--- src/rtl/atbd_pkg.sv ---
// ----------------------------------------------------------------------------
// Adaptive threshold beat detector package
// Widths, register indexes, reset values and shared types of the detector.
// ----------------------------------------------------------------------------
package atbd_pkg;

    localparam int SAMPLE_W   = 12;
    localparam int FRAC_W     = 4;
    localparam int CNT_W      = 6;
    localparam int CFG_IDX_W  = 3;
    localparam int CFG_DATA_W = 12;
    localparam int S_TDATA_W  = 16;
    localparam int M_TDATA_W  = 16;

    // span * fraction is at most 4095 * 10 and fits in 16 bits.
    localparam int PROD_W  = 16;
    localparam int PROD2_W = 2 * PROD_W;

    // floor(x / 10) == (x * 0xCCCD) >> 19 for every 16-bit x.
    localparam logic [PROD_W-1:0] RECIP10     = 16'hCCCD;
    localparam int                RECIP_SHIFT = 19;

    localparam logic [FRAC_W-1:0] FRAC_MAX = 4'd10;

    typedef enum logic [CFG_IDX_W-1:0] {
        CFG_FRACTION   = 3'd0,
        CFG_WIN_FIRST  = 3'd1,
        CFG_WIN_LAST   = 3'd2,
        CFG_CYCLE_LAST = 3'd3,
        CFG_MIN_SEED   = 3'd4
    } t_cfg_idx;

    localparam logic [FRAC_W-1:0]   FRACTION_RST   = 4'd2;
    localparam logic [CNT_W-1:0]    WIN_FIRST_RST  = 6'd33;
    localparam logic [CNT_W-1:0]    WIN_LAST_RST   = 6'd41;
    localparam logic [CNT_W-1:0]    CYCLE_LAST_RST = 6'd43;
    localparam logic [SAMPLE_W-1:0] MIN_SEED_RST   = 12'd3000;

    typedef struct packed {
        logic [FRAC_W-1:0]   fraction_tenths;
        logic [CNT_W-1:0]    window_first;
        logic [CNT_W-1:0]    window_last;
        logic [CNT_W-1:0]    cycle_last;
        logic [SAMPLE_W-1:0] min_seed;
    } t_cfg;

    typedef struct packed {
        logic [SAMPLE_W-1:0] level_used;
        logic                above;
        logic                beat;
    } t_result;

endpackage

--- src/rtl/atbd_cfg.sv ---
// ----------------------------------------------------------------------------
// Configuration register file
// Holds the five detector settings, written through the configuration port.
// ----------------------------------------------------------------------------
module atbd_cfg (
    input  logic                             i_clk,
    input  logic                             i_rst_n,
    input  logic                             i_cfg_valid,
    output logic                             o_cfg_ready,
    input  logic [atbd_pkg::CFG_IDX_W-1:0]   i_cfg_index,
    input  logic [atbd_pkg::CFG_DATA_W-1:0]  i_cfg_data,
    output atbd_pkg::t_cfg                   o_cfg
);
    import atbd_pkg::*;

    t_cfg r_cfg;

    assign o_cfg_ready = 1'b1;
    assign o_cfg       = r_cfg;

    always_ff @(posedge i_clk) begin
        if (!i_rst_n) begin
            r_cfg.fraction_tenths <= FRACTION_RST;
            r_cfg.window_first    <= WIN_FIRST_RST;
            r_cfg.window_last     <= WIN_LAST_RST;
            r_cfg.cycle_last      <= CYCLE_LAST_RST;
            r_cfg.min_seed        <= MIN_SEED_RST;
        end else if (i_cfg_valid) begin
            unique case (t_cfg_idx'(i_cfg_index))
                CFG_FRACTION:   r_cfg.fraction_tenths <= i_cfg_data[FRAC_W-1:0];
                CFG_WIN_FIRST:  r_cfg.window_first    <= i_cfg_data[CNT_W-1:0];
                CFG_WIN_LAST:   r_cfg.window_last     <= i_cfg_data[CNT_W-1:0];
                CFG_CYCLE_LAST: r_cfg.cycle_last      <= i_cfg_data[CNT_W-1:0];
                CFG_MIN_SEED:   r_cfg.min_seed        <= i_cfg_data[SAMPLE_W-1:0];
                default: begin
                end
            endcase
        end
    end

endmodule

--- src/rtl/atbd_track.sv ---
// ----------------------------------------------------------------------------
// Peak tracker
// Compares a sample with the threshold, then updates the running and window
// max/min pairs, the cycle counter and the pending threshold terms.
// ----------------------------------------------------------------------------
module atbd_track (
    input  logic                           i_clk,
    input  logic                           i_rst_n,
    input  atbd_pkg::t_cfg                 i_cfg,
    input  logic                           i_adv,
    input  logic [atbd_pkg::SAMPLE_W-1:0]  i_sample,
    output atbd_pkg::t_result              o_res
);
    import atbd_pkg::*;

    logic [SAMPLE_W-1:0] r_run_max, n_run_max;
    logic [SAMPLE_W-1:0] r_run_min, n_run_min;
    logic [SAMPLE_W-1:0] r_win_max, n_win_max;
    logic [SAMPLE_W-1:0] r_win_min, n_win_min;
    logic [CNT_W-1:0]    r_cnt, n_cnt;
    logic [SAMPLE_W-1:0] r_thr_max, n_thr_max;
    logic [PROD_W-1:0]   r_thr_prod, n_thr_prod;
    logic                r_was_above;

    logic [PROD2_W-1:0]  w_cut_full;
    logic [SAMPLE_W-1:0] w_level;
    logic                w_above;
    logic [SAMPLE_W-1:0] w_upd_max, w_upd_min;
    logic [SAMPLE_W-1:0] w_span;
    logic [FRAC_W-1:0]   w_frac;
    logic [CNT_W-1:0]    w_cnt_inc;
    logic                w_in_win;
    logic [SAMPLE_W-1:0] w_win_max, w_win_min;

    // The threshold is kept as max and span*fraction; the division by ten
    // is done here, ahead of the compare.
    assign w_cut_full = PROD2_W'(r_thr_prod) * PROD2_W'(RECIP10);
    assign w_level    = r_thr_max - w_cut_full[RECIP_SHIFT +: SAMPLE_W];
    assign w_above    = (i_sample > w_level);

    assign o_res.level_used = w_level;
    assign o_res.above      = w_above;
    assign o_res.beat       = w_above && !r_was_above;

    always_comb begin
        w_upd_max = (i_sample > r_run_max) ? i_sample : r_run_max;
        w_upd_min = (i_sample < r_run_min) ? i_sample : r_run_min;
        w_frac    = (i_cfg.fraction_tenths > FRAC_MAX) ? FRAC_MAX : i_cfg.fraction_tenths;
        w_span    = (w_upd_max >= w_upd_min) ? (w_upd_max - w_upd_min) : '0;

        n_thr_max  = w_upd_max;
        n_thr_prod = PROD_W'(w_span) * PROD_W'(w_frac);

        w_cnt_inc = r_cnt + CNT_W'(1);
        w_in_win  = (w_cnt_inc >= i_cfg.window_first) && (w_cnt_inc <= i_cfg.window_last);
        w_win_max = r_win_max;
        w_win_min = r_win_min;
        if (w_in_win) begin
            if (i_sample > r_win_max) w_win_max = i_sample;
            if (i_sample < r_win_min) w_win_min = i_sample;
        end

        // At the end of a cycle the window pair takes over and is reseeded.
        if (w_cnt_inc > i_cfg.cycle_last) begin
            n_cnt     = '0;
            n_run_max = w_win_max;
            n_run_min = w_win_min;
            n_win_max = '0;
            n_win_min = i_cfg.min_seed;
        end else begin
            n_cnt     = w_cnt_inc;
            n_run_max = w_upd_max;
            n_run_min = w_upd_min;
            n_win_max = w_win_max;
            n_win_min = w_win_min;
        end
    end

    always_ff @(posedge i_clk) begin
        if (!i_rst_n) begin
            r_run_max   <= '0;
            r_run_min   <= MIN_SEED_RST;
            r_win_max   <= '0;
            r_win_min   <= MIN_SEED_RST;
            r_cnt       <= '0;
            r_thr_max   <= '0;
            r_thr_prod  <= '0;
            r_was_above <= 1'b0;
        end else if (i_adv) begin
            r_run_max   <= n_run_max;
            r_run_min   <= n_run_min;
            r_win_max   <= n_win_max;
            r_win_min   <= n_win_min;
            r_cnt       <= n_cnt;
            r_thr_max   <= n_thr_max;
            r_thr_prod  <= n_thr_prod;
            r_was_above <= w_above;
        end
    end

endmodule

--- src/rtl/adaptive_threshold_beat_detector.sv ---
// ----------------------------------------------------------------------------
// Adaptive threshold beat detector
// Flags pulse beats on rising crossings of a threshold that tracks the
// signal's recent max/min span.
// ----------------------------------------------------------------------------
// Usage:
//   Samples enter on the s_axis channel, one per beat. Every sample gives
//   exactly one result on the m_axis channel: the beat flag, the above flag
//   and the threshold the sample was compared against.
//   Settings are written on the cfg channel (index, data), which is always
//   ready; write them only while no sample is in flight.
//   An accepted sample is held in the input register, then processed into
//   the output register once that is free or being read, where its result
//   is offered on m_axis.
//   Throughput: one sample per cycle while the receiver does not stall. The
//   input register and the output register form a two-entry pipeline; the
//   tracking update for a sample is done between the two registers.
//   When the receiver stalls, the result waits in the output register, one
//   more sample is held in the input register, and s_axis_tready then drops.
//   Reset empties both pipeline registers, loads the default settings and
//   puts the trackers at max 0, min 3000, threshold 0.
// ----------------------------------------------------------------------------
module adaptive_threshold_beat_detector (
    input  logic                             i_clk,
    input  logic                             i_rst_n,
    input  logic                             i_cfg_valid,
    output logic                             o_cfg_ready,
    input  logic [atbd_pkg::CFG_IDX_W-1:0]   i_cfg_index,
    input  logic [atbd_pkg::CFG_DATA_W-1:0]  i_cfg_data,
    input  logic                             s_axis_tvalid,
    output logic                             s_axis_tready,
    input  logic [atbd_pkg::S_TDATA_W-1:0]   s_axis_tdata,  // [11:0] sample, [15:12] zero
    output logic                             m_axis_tvalid,
    input  logic                             m_axis_tready,
    output logic [atbd_pkg::M_TDATA_W-1:0]   m_axis_tdata   // [0] beat, [1] above,
                                                            // [13:2] level_used, [15:14] zero
);
    import atbd_pkg::*;

    t_cfg                w_cfg;
    t_result             w_res;
    logic                w_adv;
    logic                r_in_valid;
    logic [SAMPLE_W-1:0] r_in_sample;
    logic                r_out_valid;
    t_result             r_out;

    atbd_cfg u_cfg (
        .i_clk       (i_clk),
        .i_rst_n     (i_rst_n),
        .i_cfg_valid (i_cfg_valid),
        .o_cfg_ready (o_cfg_ready),
        .i_cfg_index (i_cfg_index),
        .i_cfg_data  (i_cfg_data),
        .o_cfg       (w_cfg)
    );

    atbd_track u_track (
        .i_clk    (i_clk),
        .i_rst_n  (i_rst_n),
        .i_cfg    (w_cfg),
        .i_adv    (w_adv),
        .i_sample (r_in_sample),
        .o_res    (w_res)
    );

    assign w_adv         = r_in_valid && (!r_out_valid || m_axis_tready);
    assign s_axis_tready = !r_in_valid || w_adv;
    assign m_axis_tvalid = r_out_valid;
    assign m_axis_tdata  = M_TDATA_W'(r_out);

    always_ff @(posedge i_clk) begin
        if (!i_rst_n) begin
            r_in_valid <= 1'b0;
        end else if (s_axis_tvalid && s_axis_tready) begin
            r_in_valid <= 1'b1;
        end else if (w_adv) begin
            r_in_valid <= 1'b0;
        end
    end

    always_ff @(posedge i_clk) begin
        if (s_axis_tvalid && s_axis_tready) begin
            r_in_sample <= s_axis_tdata[SAMPLE_W-1:0];
        end
    end

    always_ff @(posedge i_clk) begin
        if (!i_rst_n) begin
            r_out_valid <= 1'b0;
        end else if (w_adv) begin
            r_out_valid <= 1'b1;
        end else if (m_axis_tready) begin
            r_out_valid <= 1'b0;
        end
    end

    always_ff @(posedge i_clk) begin
        if (w_adv) begin
            r_out <= w_res;
        end
    end

    // A beat is always a sample above the threshold.
    a_beat_above: assert property (@(posedge i_clk) disable iff (!i_rst_n)
        m_axis_tvalid && m_axis_tdata[0] |-> m_axis_tdata[1])
        else $error("beat flagged without above");

    // A sample waiting in the input register is neither lost nor altered.
    a_in_hold: assert property (@(posedge i_clk) disable iff (!i_rst_n)
        r_in_valid && !w_adv |=> r_in_valid && $stable(r_in_sample))
        else $error("waiting sample lost or changed");

    // A processed sample always lands in the output register.
    a_adv_out: assert property (@(posedge i_clk) disable iff (!i_rst_n)
        w_adv |=> r_out_valid)
        else $error("processed sample produced no result");

    // Reset empties the pipeline.
    a_reset_empty: assert property (@(posedge i_clk)
        !i_rst_n |=> !m_axis_tvalid && s_axis_tready)
        else $error("pipeline not empty after reset");

endmodule

--- config.mk ---
export PLATFORM = sky130hd
export DESIGN_NAME = adaptive_threshold_beat_detector
export DESIGN_NICKNAME = d
export VERILOG_FILES = /design/src/rtl/atbd_pkg.sv /design/src/rtl/atbd_cfg.sv /design/src/rtl/atbd_track.sv /design/src/rtl/adaptive_threshold_beat_detector.sv
export SDC_FILE = /design/constraint.sdc
export NUM_CORES = 1
export LEC_CHECK = 0
export ABC_AREA = 1
export BUFFER_PORTS_ARGS = -buffer_cell sky130_fd_sc_hd__buf_2
export CORE_MARGIN = 8
export CORE_UTILIZATION = 59
export CTS_CLUSTER_SIZE = 16
export DETAILED_ROUTE_END_ITERATION = 10
export GPL_TIMING_DRIVEN = 0
export HOLD_SLACK_MARGIN = 0.02
export PLACE_DENSITY_LB_ADDON = 0.08
export SKIP_LAST_GASP = 1
export SLEW_MARGIN = 15
export SYNTH_ARGS = -nofsm -noshare
export SYNTH_HDL_FRONTEND = slang
export SYNTH_HIERARCHICAL = 1
export SYNTH_SLANG_ARGS = --single-unit
export TNS_END_PERCENT = 30
--- constraint.sdc ---
create_clock -name i_clk -period 6.3 [get_ports i_clk]
set_clock_uncertainty 0.1 [all_clocks]
set_input_delay 0.63 -clock i_clk [delete_from_list [all_inputs] [get_ports i_clk]]
set_output_delay 0.63 -clock i_clk [all_outputs]
set_load 0.01 [all_outputs]
==> metrics.txt <==
main combinational cell family by area after synthesis=adder cells; Ys Warns=6; NetSw=3.39 mW; Critical Path Start Type=register; Static Leak=9.89 nW; final-report max-slew violation count=0; Syn Area/Cell=7.35 um^2; Top FF cell, synth=dfxtp_1; final hold vios=0; sequential cell area=3220 um^2; required time worst endpoint=6.38 ns; DPL Wire Length=36400 um; Internal=3.72 mW; combinational share of power=68.3%; area leader, netlist=ha_1; post-synthesis sequential area ratio=19.5%; global-route wire length before repair=73700 um; worst flop-to-flop path startpoint=u_track/r_thr_prod[10]; min-delay worst type=in -> reg; CTS tree=built; reg2reg end=m_axis_tdata[0]; fin crit share=112%; switching share of power=47.7%; vias in the first global route=14300; share of cells above drive strength 1=18.3%; placed cell area=17300 um^2; unrepaired setup endpoints after global routing=true; CTS Hold Bufs=0; flip-flop and latch count after synthesis=145; GRT overflow=0; peak supply drop=363 uV; die area=33000 um^2; routed length per instance=17.1 um; Worst-path clk slew=0.07 ns; DR top layer=met4; core box area=27000 um^2; Routed WL=46300 um; clk_lat worst skew=0.44 ns; status=complete, but fails checks; Worst EP arrival=7.12 ns; hold depth=1; share of the synthesized area in the top cell type=18.9%; Root Driver=clkbuf_16; largest net degree at the start of global routing=17; Simple-Gate Fraction of Synth Area=23.4%; Max Freq=0.142 GHz; remaining antenna violation count=0; Synth-to-Final Area Change=19.2%; Reg2Reg Setup Slack=-0.73 ns; max-cap viol count=0; post-route setup slack=-0.733 ns; cell area after layout=19300 um^2; GRT Util Overall=27.8%; part of the power in the clock network=15.5%; critical path capture point type=register; Synth area leaders=ha_1 19%, dfxtp_1 15%, fa_1 13%, inv_1 11%, nand2_1 9.3%; Cells after Synth=2202; num ports=55; Synth async-reset ratio=0%; worst-path maximum fanout=5; diodes inserted=0; Worst Tran Pin Value=0.685 ns; EDFF count, synth=26; initial antenna violation count=0; wl on met1=19600 um; total power=7.11 mW; Max-slew headroom=54.3%; Max stage delay on crit path=0.55 ns; final core occ=71.6%; Hold Crit Endpoint=r_in_sample[8]; Total Nets Final=2738; FF-to-FF path depth=32; H-tree depth=4; Port Buffers=47; Final setup viols=3; clock sink count=145; Clock Path Buffers=2; Slowest-stage cell, CP=fa_1; FP Rows=60; fill count=2219; drt pass-1 iters=5; worst hold slack=0.263 ns; Flop pwr share=16.2%; Pwr Density=368 nW/um^2; most frequent cells in the layout=443 x inv_1, 385 x nand2_1, 200 x ha_1; synthesized cell area=16200 um^2; drt drc=0; cts bufs inserted=17; Worst Hold Launch=s_axis_tdata[8]; Initial Util=60.1%; initial DRC count=1162; Multi-input gate area=12000 um^2; GPL Wtd Cong=0.926; placed cell count=2592; Final Non-Filler Cells=2709; Final Critical Period=7.03 ns; post-synthesis mux area share=0%; most common cell after layout, fill and taps aside=inv_1; Post-Synth Adder-Cell Area=31.5%; post-synthesis compound-gate area fraction=10.4%; violated checks=negative setup slack; vias post-DR=14800; library cells used by synthesis=50; met3 WL=2400 um; Met2 Wirelength=22400 um; Die W=182 um; Setup CP Type=reg -> reg; Synth Area in XOR/XNOR=2.27%; chip height=182 um; drt via density=5.47
[state kept, by name (all words and copies together), names as in the netlist]
| signal | flops |
|---|---|
| m_axis_tdata | 14 |
| u_cfg/o_cfg | 34 |
| u_track/r_thr_max | 12 |
| u_track/r_win_max | 12 |
| u_track/r_run_max | 12 |
| u_track/r_win_min | 12 |
| m_axis_tvalid | 1 |
| u_track/r_cnt | 6 |
| r_in_valid | 1 |
| u_track/r_was_above | 1 |
| r_in_sample | 12 |
| u_track/r_thr_prod | 16 |
| u_track/r_run_min | 12 |
[through the flow]
stage | setup slack, ns | setup TNS (ns)
floorplan | -0.150 | -0.185
finish | -0.733 | -2.10
CTS | -0.689 | -2.53
global placement | -1.04 | -2.85
detailed placement | -1.06 | -3.20
global route | -1.00 | -3.78
[repair_timing]
item,4_1_cts,5_1_grt
buffers inserted,28,58
pin swaps,51,65
cloned,0,0
setup endpoints to repair,10,18
resized for setup,66,96
[Yosys cell counts (4+ instances only)]
cell	n
buf_4	10
nand3_1	182
nand2_1	402
nor2_1	148
and2_1	14
edfxtp_1	26
o21ai_1	28
nand4_1	40
clkbuf_1	24
o21ai_2	9
dfxtp_1	119
o21ai_0	45
buf_2	15
o211ai_2	6
nor3_1	17
o211ai_1	10
a31oi_1	7
a21oi_1	136
a21oi_2	5
xnor2_1	15
a21o_1	10
fa_1	102
inv_1	467
o21bai_1	19
nand2_2	14
xor2_1	27
ha_1	245
nor2_2	5
nand3b_1	5
nand3_2	4
or2_0	7
[worst max-delay path, delay by kind of cell (launching register included)]
family	cells	cell delay, ns
adders and majority gates	9	3.48
and+or+nand+nor	12	1.32
buffers and inverters	5	0.36
xor gates and xnor gates	2	0.45
DFF	1	0.38
AOI/OAI and AO/OA	4	0.70
[final cells by class]
class / instances / share of cell area, %
plain buffers: 54 / 1.64
clock buffers: 18 / 2.33
clock inverters: 14 / 0.940
inverters: 472 / 9.23
multi-input cells: 1531 / 62.3
flip-flops and latches: 145 / 16.7
well taps: 341 / 2.21
repair buffers: 134 / 4.70
[power by group through the flow]
stage / combinational (mW) / sequential, mW / clock [mW]
floorplan: 2.80 / 1.17 / 0
CTS: 4.31 / 1.15 / 1.12
global route: 5.37 / 1.16 / 1.16
detailed placement: 3.79 / 1.18 / 0
global placement: 3.71 / 1.18 / 0
finish: 4.86 / 1.15 / 1.10
[cell families after synthesis]
group | Yosys count
simple gates | 852
buf+inv | 527
fa+ha+maj | 347
compound gates | 287
flops | 145
xor+xnor | 42
other cells | 2
[per-layer routing]
layer / vias up / GRT usage, %
met5: - / 0
met4: 0 / 11.7
met3: 108 / 3.17
met2: 499 / 47.7
met1: 6874 / 34.9
li1: 7341 / -
[worst max-delay path by stage]
stage,startpoint,endpoint,slack (ns),cells after the start
floorplan,u_track/r_thr_prod[5],m_axis_tdata[1],-0.15,32
global placement,u_track/r_thr_prod[10],m_axis_tdata[1],-1.04,32
detailed placement,u_track/r_thr_prod[14],m_axis_tdata[1],-1.06,39
CTS,u_track/r_thr_prod[8],m_axis_tdata[0],-0.69,34
global route,u_track/r_thr_prod[4],m_axis_tdata[0],-1.00,36
finish,u_track/r_thr_prod[10],m_axis_tdata[0],-0.73,32
Power figures use the tool's default switching activity.
